==> src/rtl/spn_pkg.sv <==
package spn_pkg;

  localparam int unsigned BlockW = 32;
  localparam int unsigned AddrW  = 4;

  typedef logic [7:0] sbox_t [256];

  typedef enum logic [1:0] {
    MODE_ECB = 2'd0,
    MODE_CBC = 2'd1,
    MODE_OFB = 2'd2
  } mode_e;

  localparam logic [1:0] REG_KEY  = 2'd0;
  localparam logic [1:0] REG_IV   = 2'd1;
  localparam logic [1:0] REG_MODE = 2'd2;
  localparam logic [1:0] REG_DIR  = 2'd3;

  localparam logic DIR_ENC = 1'b0;

  typedef struct packed {
    logic [BlockW-1:0] k0;
    logic [BlockW-1:0] k1;
    logic [BlockW-1:0] k2;
    logic [BlockW-1:0] iv;
    logic [1:0]        mode;
    logic              dir;
  } cfg_t;

  localparam sbox_t SBOX_FWD = '{
    8'h63, 8'h7c, 8'h77, 8'h7b, 8'hf2, 8'h6b, 8'h6f, 8'hc5,
    8'h30, 8'h01, 8'h67, 8'h2b, 8'hfe, 8'hd7, 8'hab, 8'h76,
    8'hca, 8'h82, 8'hc9, 8'h7d, 8'hfa, 8'h59, 8'h47, 8'hf0,
    8'had, 8'hd4, 8'ha2, 8'haf, 8'h9c, 8'ha4, 8'h72, 8'hc0,
    8'hb7, 8'hfd, 8'h93, 8'h26, 8'h36, 8'h3f, 8'hf7, 8'hcc,
    8'h34, 8'ha5, 8'he5, 8'hf1, 8'h71, 8'hd8, 8'h31, 8'h15,
    8'h04, 8'hc7, 8'h23, 8'hc3, 8'h18, 8'h96, 8'h05, 8'h9a,
    8'h07, 8'h12, 8'h80, 8'he2, 8'heb, 8'h27, 8'hb2, 8'h75,
    8'h09, 8'h83, 8'h2c, 8'h1a, 8'h1b, 8'h6e, 8'h5a, 8'ha0,
    8'h52, 8'h3b, 8'hd6, 8'hb3, 8'h29, 8'he3, 8'h2f, 8'h84,
    8'h53, 8'hd1, 8'h00, 8'hed, 8'h20, 8'hfc, 8'hb1, 8'h5b,
    8'h6a, 8'hcb, 8'hbe, 8'h39, 8'h4a, 8'h4c, 8'h58, 8'hcf,
    8'hd0, 8'hef, 8'haa, 8'hfb, 8'h43, 8'h4d, 8'h33, 8'h85,
    8'h45, 8'hf9, 8'h02, 8'h7f, 8'h50, 8'h3c, 8'h9f, 8'ha8,
    8'h51, 8'ha3, 8'h40, 8'h8f, 8'h92, 8'h9d, 8'h38, 8'hf5,
    8'hbc, 8'hb6, 8'hda, 8'h21, 8'h10, 8'hff, 8'hf3, 8'hd2,
    8'hcd, 8'h0c, 8'h13, 8'hec, 8'h5f, 8'h97, 8'h44, 8'h17,
    8'hc4, 8'ha7, 8'h7e, 8'h3d, 8'h64, 8'h5d, 8'h19, 8'h73,
    8'h60, 8'h81, 8'h4f, 8'hdc, 8'h22, 8'h2a, 8'h90, 8'h88,
    8'h46, 8'hee, 8'hb8, 8'h14, 8'hde, 8'h5e, 8'h0b, 8'hdb,
    8'he0, 8'h32, 8'h3a, 8'h0a, 8'h49, 8'h06, 8'h24, 8'h5c,
    8'hc2, 8'hd3, 8'hac, 8'h62, 8'h91, 8'h95, 8'he4, 8'h79,
    8'he7, 8'hc8, 8'h37, 8'h6d, 8'h8d, 8'hd5, 8'h4e, 8'ha9,
    8'h6c, 8'h56, 8'hf4, 8'hea, 8'h65, 8'h7a, 8'hae, 8'h08,
    8'hba, 8'h78, 8'h25, 8'h2e, 8'h1c, 8'ha6, 8'hb4, 8'hc6,
    8'he8, 8'hdd, 8'h74, 8'h1f, 8'h4b, 8'hbd, 8'h8b, 8'h8a,
    8'h70, 8'h3e, 8'hb5, 8'h66, 8'h48, 8'h03, 8'hf6, 8'h0e,
    8'h61, 8'h35, 8'h57, 8'hb9, 8'h86, 8'hc1, 8'h1d, 8'h9e,
    8'he1, 8'hf8, 8'h98, 8'h11, 8'h69, 8'hd9, 8'h8e, 8'h94,
    8'h9b, 8'h1e, 8'h87, 8'he9, 8'hce, 8'h55, 8'h28, 8'hdf,
    8'h8c, 8'ha1, 8'h89, 8'h0d, 8'hbf, 8'he6, 8'h42, 8'h68,
    8'h41, 8'h99, 8'h2d, 8'h0f, 8'hb0, 8'h54, 8'hbb, 8'h16
  };

  function automatic sbox_t inv_table();
    sbox_t t;
    for (int i = 0; i < 256; i++) begin
      t[i] = 8'h00;
    end
    for (int i = 0; i < 256; i++) begin
      t[SBOX_FWD[i]] = 8'(i);
    end
    return t;
  endfunction

  localparam sbox_t SBOX_INV = inv_table();

endpackage

==> src/rtl/toy_spn_cipher_ecb_cbc_ofb.sv <==
// A transaction passes the input register and then the result register on its way to the result.
// Throughput: one block per cycle while out_ready_i is not held low; both rounds and the chain
// update are combinational between the input register and the result register, so chaining never stalls.
// Reset: rst_ni is asynchronous, active low; clears the configuration registers, round
// keys and the chain value to zero and empties both stages.
module toy_spn_cipher_ecb_cbc_ofb import spn_pkg::*; (
  input  logic                 clk_i,
  input  logic                 rst_ni,
  input  logic                 psel,
  input  logic                 penable,
  input  logic                 pwrite,
  input  logic [AddrW-1:0]     paddr,
  input  logic [BlockW-1:0]    pwdata,
  output logic [BlockW-1:0]    prdata,
  output logic                 pready,
  input  logic                 in_valid_i,
  output logic                 in_ready_o,
  input  logic [BlockW-1:0]    data_in_i,
  input  logic                 first_block_i,
  output logic                 out_valid_o,
  input  logic                 out_ready_i,
  output logic [BlockW-1:0]    data_out_o
);

  cfg_t              cfg;
  logic              in_valid_q, in_first_q, out_valid_q;
  logic [BlockW-1:0] in_data_q, out_data_q, chain_q;
  logic [BlockW-1:0] result, chain_d;
  logic              advance, in_take;

  spn_regs u_regs (
    .clk_i   (clk_i),
    .rst_ni  (rst_ni),
    .psel    (psel),
    .penable (penable),
    .pwrite  (pwrite),
    .paddr   (paddr),
    .pwdata  (pwdata),
    .prdata  (prdata),
    .pready  (pready),
    .cfg_o   (cfg)
  );

  spn_core u_core (
    .cfg_i    (cfg),
    .data_i   (in_data_q),
    .first_i  (in_first_q),
    .chain_i  (chain_q),
    .result_o (result),
    .chain_o  (chain_d)
  );

  assign advance    = !out_valid_q || out_ready_i;
  assign in_ready_o = !in_valid_q || advance;
  assign in_take    = in_valid_i && in_ready_o;

  always_ff @(posedge clk_i or negedge rst_ni) begin
    if (!rst_ni) begin
      in_valid_q  <= 1'b0;
      out_valid_q <= 1'b0;
      chain_q     <= '0;
    end else begin
      if (in_take) begin
        in_valid_q <= 1'b1;
      end else if (advance) begin
        in_valid_q <= 1'b0;
      end
      if (advance) begin
        out_valid_q <= in_valid_q;
        if (in_valid_q) begin
          chain_q <= chain_d;
        end
      end
    end
  end

  always_ff @(posedge clk_i) begin
    if (in_take) begin
      in_data_q  <= data_in_i;
      in_first_q <= first_block_i;
    end
    if (advance && in_valid_q) begin
      out_data_q <= result;
    end
  end

  assign out_valid_o = out_valid_q;
  assign data_out_o  = out_data_q;

  a_stage_moves: assert property (@(posedge clk_i) disable iff (!rst_ni)
    (in_valid_q && advance) |=> out_valid_q)
    else $error("transaction lost between stages");

  a_chain_hold: assert property (@(posedge clk_i) disable iff (!rst_ni)
    (out_valid_q && !out_ready_i) |=> $stable(chain_q))
    else $error("chain changed while result stalled");

  a_stall_full: assert property (@(posedge clk_i) disable iff (!rst_ni)
    !in_ready_o |-> (in_valid_q && out_valid_q))
    else $error("input stalled with a free stage");

  a_enc_chain: assert property (@(posedge clk_i) disable iff (!rst_ni)
    (in_valid_q && advance && cfg.mode != MODE_OFB && cfg.dir == DIR_ENC)
    |=> (chain_q == out_data_q))
    else $error("encrypt chain does not match result");

endmodule

==> src/rtl/spn_regs.sv <==
module spn_regs import spn_pkg::*; (
  input  logic                 clk_i,
  input  logic                 rst_ni,
  input  logic                 psel,
  input  logic                 penable,
  input  logic                 pwrite,
  input  logic [AddrW-1:0]     paddr,
  input  logic [BlockW-1:0]    pwdata,
  output logic [BlockW-1:0]    prdata,
  output logic                 pready,
  output cfg_t                 cfg_o
);

  logic [BlockW-1:0] key_q, k1_q, k2_q, iv_q;
  logic [1:0]        mode_q;
  logic              dir_q;
  logic              wr_en;
  logic [1:0]        reg_idx;
  logic [BlockW-1:0] k1_d;

  // reverse the key over its bits up to and including the highest set bit
  function automatic logic [BlockW-1:0] rev_sig(input logic [BlockW-1:0] k);
    logic [BlockW-1:0] r;
    logic [4:0]        lz;
    lz = 5'd0;
    for (int i = 0; i < BlockW; i++) begin
      r[i] = k[BlockW-1-i];
      if (k[i]) begin
        lz = 5'(BlockW - 1 - i);
      end
    end
    return r >> lz;
  endfunction

  assign pready  = 1'b1;
  assign wr_en   = psel && penable && pwrite && pready;
  assign reg_idx = paddr[AddrW-1:2];
  assign k1_d    = rev_sig(pwdata);

  always_ff @(posedge clk_i or negedge rst_ni) begin
    if (!rst_ni) begin
      key_q  <= '0;
      k1_q   <= '0;
      k2_q   <= '0;
      iv_q   <= '0;
      mode_q <= MODE_ECB;
      dir_q  <= DIR_ENC;
    end else if (wr_en) begin
      case (reg_idx)
        REG_KEY: begin
          key_q <= pwdata;
          k1_q  <= k1_d;
          k2_q  <= pwdata ^ k1_d;
        end
        REG_IV:   iv_q   <= pwdata;
        REG_MODE: mode_q <= pwdata[1:0];
        REG_DIR:  dir_q  <= pwdata[0];
        default: begin
        end
      endcase
    end
  end

  always_comb begin
    case (reg_idx)
      REG_KEY:  prdata = key_q;
      REG_IV:   prdata = iv_q;
      REG_MODE: prdata = {30'd0, mode_q};
      REG_DIR:  prdata = {31'd0, dir_q};
      default:  prdata = '0;
    endcase
  end

  assign cfg_o = '{k0: key_q, k1: k1_q, k2: k2_q, iv: iv_q, mode: mode_q, dir: dir_q};

endmodule

==> src/rtl/spn_core.sv <==
module spn_core import spn_pkg::*; (
  input  cfg_t              cfg_i,
  input  logic [BlockW-1:0] data_i,
  input  logic              first_i,
  input  logic [BlockW-1:0] chain_i,
  output logic [BlockW-1:0] result_o,
  output logic [BlockW-1:0] chain_o
);

  function automatic logic [31:0] sub_fwd(input logic [31:0] x);
    logic [31:0] r;
    for (int b = 0; b < 4; b++) begin
      r[8*b +: 8] = SBOX_FWD[x[8*b +: 8]];
    end
    return r;
  endfunction

  function automatic logic [31:0] sub_inv(input logic [31:0] x);
    logic [31:0] r;
    for (int b = 0; b < 4; b++) begin
      r[8*b +: 8] = SBOX_INV[x[8*b +: 8]];
    end
    return r;
  endfunction

  function automatic logic [31:0] swap_low(input logic [31:0] x);
    return {x[31:16], x[7:0], x[15:8]};
  endfunction

  logic [BlockW-1:0] c, fwd_in, e, d;
  logic              is_ofb, is_cbc;

  assign is_ofb = (cfg_i.mode == MODE_OFB);
  assign is_cbc = (cfg_i.mode == MODE_CBC);
  assign c      = first_i ? cfg_i.iv : chain_i;
  assign fwd_in = is_ofb ? c : (is_cbc ? (data_i ^ c) : data_i);
  assign e      = swap_low(sub_fwd(swap_low(sub_fwd(fwd_in ^ cfg_i.k0)) ^ cfg_i.k1))
                  ^ cfg_i.k2;
  assign d      = sub_inv(swap_low(sub_inv(swap_low(data_i ^ cfg_i.k2)) ^ cfg_i.k1))
                  ^ cfg_i.k0;

  always_comb begin
    if (is_ofb) begin
      chain_o  = e;
      result_o = e ^ data_i;
    end else if (cfg_i.dir == DIR_ENC) begin
      chain_o  = e;
      result_o = e;
    end else begin
      chain_o  = data_i;
      result_o = is_cbc ? (d ^ c) : d;
    end
  end

endmodule

==> config.mk <==
export PLATFORM = sky130hd
export DESIGN_NAME = toy_spn_cipher_ecb_cbc_ofb
export DESIGN_NICKNAME = d
export VERILOG_FILES = /design/src/rtl/spn_pkg.sv /design/src/rtl/toy_spn_cipher_ecb_cbc_ofb.sv /design/src/rtl/spn_regs.sv /design/src/rtl/spn_core.sv
export SDC_FILE = /design/constraint.sdc
export NUM_CORES = 2
export LEC_CHECK = 0
export BUFFER_PORTS_ARGS = -buffer_cell sky130_fd_sc_hd__buf_2
export CELL_PAD_IN_SITES_DETAIL_PLACEMENT = 2
export CELL_PAD_IN_SITES_GLOBAL_PLACEMENT = 2
export CORE_MARGIN = 1
export CORE_UTILIZATION = 35
export CTS_BUF_LIST = sky130_fd_sc_hd__clkbuf_8 sky130_fd_sc_hd__clkbuf_16
export CTS_CLUSTER_SIZE = 25
export DETAILED_ROUTE_END_ITERATION = 8
export PLACE_DENSITY_LB_ADDON = 0.2
export SLEW_MARGIN = 20
export SYNTH_ARGS = -nofsm -noshare
export SYNTH_HDL_FRONTEND = slang
export SYNTH_SLANG_ARGS = --single-unit
==> constraint.sdc <==
create_clock -name clk_i -period 8.6 [get_ports clk_i]
set_clock_uncertainty 0.05 [all_clocks]
set_input_delay 1.29 -clock clk_i [delete_from_list [all_inputs] [get_ports clk_i]]
set_output_delay 1.29 -clock clk_i [all_outputs]
set_load 0.02 [all_outputs]
==> reports/summary.txt <==
Row Count: 164
Tot GR Track Use: 47.7%
Kind of start point of the critical path: flop
Register area share after synthesis: 8.58%
Layout area overhead: 11.9%
Top_reg_cell synth: dfrtp_1
Post-route ant nets: 0
Congestion Overflow GR: 0
Period Utilization, post-route: 101%
Cts bufs inserted: 29
RR Startpoint: in_first_q
FF-to-FF setup slack: -0.12 ns
Commonest non-fill, non-tap cells in the layout: 1084 x nand2_1, 918 x buf_4, 917 x o21ai_0
Nets@finish: 10787
HPWL after DPL: 375000 um
Vias in the first global route: 101595
Hold endpoint: out_valid_o
Worst-skew pair later-pin latency: 0.65 ns
R2R cell count: 26
CORE AREA: 0.200 mm2
Min-delay src: in_valid_q
Post-synthesis cell area: 0.0708 mm2
FMAX: 115 MHz
Final Critical Period: 8.72 ns
RSZ-0062 raised after global routing: no
Routed len/inst: 38.9 um
IO Pins: 143
Number of enable flip-flop cells after synthesis: 65
Layout cells sized above 1: 16.2%
Distinct cells, synth: 130
Gp weighted congestion: 1.07
Die footprint: 0.204 mm2
Initial antenna violation count: 44
R2r endpoint: data_out_o[0]
Clk sinks: 230
Worst Hold Depth: 1
Crit path max-delay family: compound AO/OA/AOI/OAI gates
Pre-antenna DRT Iters: 6
Status: finished, violations left
Final hold violation count: 0
Buf/Inv on CP: 6
Fin Setup TNS: -0.164 ns
Register bit total from synthesis: 230
Remaining DRCs: 0
CP Capture Type: flop
Final Max Tran Viols: 0
Final wirelength: 513000 um
Most used cell, CP: buf_4
Synth warn: 0
Worst setup slack after layout: -0.118 ns
Clock Path Buffers: 3
# setup viols final: 2
CP Max Fanout: 25
Die extent in y: 452 um
Worst Path Required: 8.90 ns
Largest net degree at the start of global routing: 93
Initial Util: 35.3%
Mean Syn Cell Area: 6.70 um2
Failing checks: negative setup slack
Footprint of the multi-input gates: 0.0598 mm2
WS Path Type: reg -> reg
Fillers: 23972
Clock Pin Slew Worst Setup and Hold Paths: 0.07 ns
Worst Hold Class: reg -> reg
Die Wd: 452 um
Vias per std cell: 7.69
Critical Path Start: in_first_q
Hold_buf cts: 0
Reg area: 0.00608 mm2
Post-synthesis cell count: 10580
Drt initial violations: 14585
Pre-CTS setup slack: -0.167 ns
Syn_nets: 10904
Slowest CP cell: nor3_1
First-pass GRT wire length: 740000 um
TritonCTS clock tree: yes
H-tree Lvls: 1
Root Driver: clkbuf_16
Async S/R FF share, synth: 71.7%
Vias: 101220
Max-cap violation count: 0
Port Buffer Count: 139
Measured slew at the worst slew-check pin: 1.32 ns
Crit path DAT: 9.02 ns
Most common cell after layout, fill and taps aside: nand2_1
Worst slew margin: 11.4%
CP peak stage delay: 0.59 ns
-- repair_timing --
action                     4_1_cts  5_1_grt
buffers inserted                 0        5
resized for setup                1       26
cloned                           0        0
setup endpoints to repair        1       30
pin swaps                        0        2
-- metal layers --
metal	GRT usage, %	vias to the layer above	routed length (um)
li1	-	40866	-
met1	60.6	51168	200000
met2	71.8	7259	218000
met3	12.3	1913	57200
met4	29.5	14	38100
met5	0	-	78
-- logic make-up (layout without fill, tap and decap cells) --
logic type	count (synthesis)	after routing	synth area share [%]
flip-flops	230	230	8.58
XOR/XNOR	255	255	3.19
multiplexers	424	424	7.82
AND/OR/NAND/NOR	3495	3495	23.2
buffers and inverters	1432	1338	8.83
AO/OA/AOI/OAI	4495	4495	44.0
adder cells (fa/ha/maj)	248	248	4.38
other	1	30	0.00529
-- sequential cells by signal, indices dropped and copies added, names as in the netlist --
name / flops
u_regs.key_q: 32
data_out_o: 32
in_data_q: 32
u_regs.k2_q: 32
in_valid_q: 1
in_first_q: 1
u_regs.k1_q: 32
u_regs.dir_q: 1
chain_q: 32
u_regs.iv_q: 32
u_regs.mode_q: 2
out_valid_o: 1
-- cell type report --
cell class / instances / area share (%)
multi-input combinational: 8918 / 75.4
timing repair buffer: 1091 / 10.4
sequential: 230 / 7.67
tap: 2656 / 4.19
clock buffer: 34 / 1.02
inverter: 193 / 0.914
clock inverter: 20 / 0.230
antenna: 29 / 0.0915
-- worst register-to-register path: stages (launching register included) --
cell and delay [ns]:
edfxtp_1 0.41, buf_12 0.27, mux2_2 0.48, mux2i_1 0.32, or4_1 0.31, nand2_2 0.30
inv_2 0.40, ha_2 0.50, inv_1 0.26, o41ai_2 0.21, o221ai_1 0.46, o311a_1 0.25
a311oi_1 0.42, o2111ai_1 0.22, and3_2 0.33, and3_1 0.40, buf_4 0.28, buf_4 0.14
nor3_1 0.59, o32ai_1 0.15, a32o_1 0.25, o221a_2 0.30, o41ai_1 0.56, buf_4 0.23
or3_1 0.14, a22o_1 0.14, a22oi_1 0.07
-- synth_stat cells, types with 107 or more instances --
master / number / area (um2)
a311oi_1: 184 / 1610
a31oi_1: 220 / 1380
nor3_1: 419 / 2100
buf_1: 112 / 420
a211oi_1: 273 / 2050
dfrtp_1: 165 / 4130
inv_1: 158 / 593
o211ai_1: 353 / 2650
a21oi_1: 851 / 4260
nor2_1: 907 / 3400
o311ai_0: 158 / 1380
nand2_1: 1092 / 4100
o22ai_1: 107 / 669
xor2_1: 107 / 937
ha_1: 248 / 3100
clkbuf_1: 696 / 2610
o31ai_1: 116 / 871
o21ai_0: 918 / 4590
mux2i_1: 239 / 2390
xnor2_1: 144 / 1260
a221oi_1: 132 / 1160
buf_2: 336 / 1680
nand3_1: 404 / 2020
-- per-stage QoR --
stage          std cells  cell area (um2)  utilization (%)  hold slack (ns)
5_1_grt            13167            79300             39.5            0.498
6_report           13171            79300             39.5            0.458
2_1_floorplan      10580            70800                -            0.395
3_5_place_dp       13083            78000             38.9            0.437
4_1_cts            13137            79000             39.4            0.461
3_3_place_gp       13083            78000             38.9            0.407
-- how the worst max path moves through the flow --
stage	end	slack [ns]	cells past startpoint
finish	data_out_o[0]	-0.12	26
floorplan	data_out_o[19]	1.57	29
global placement	data_out_o[12]	0.06	28
CTS	data_out_o[3]	0.06	25
global route	data_out_o[1]	0.004	23
detailed placement	data_out_o[12]	-0.17	28
Power is not shown: default switching activity piles up to over one toggle a cycle in this logic, so the estimate is an artifact.
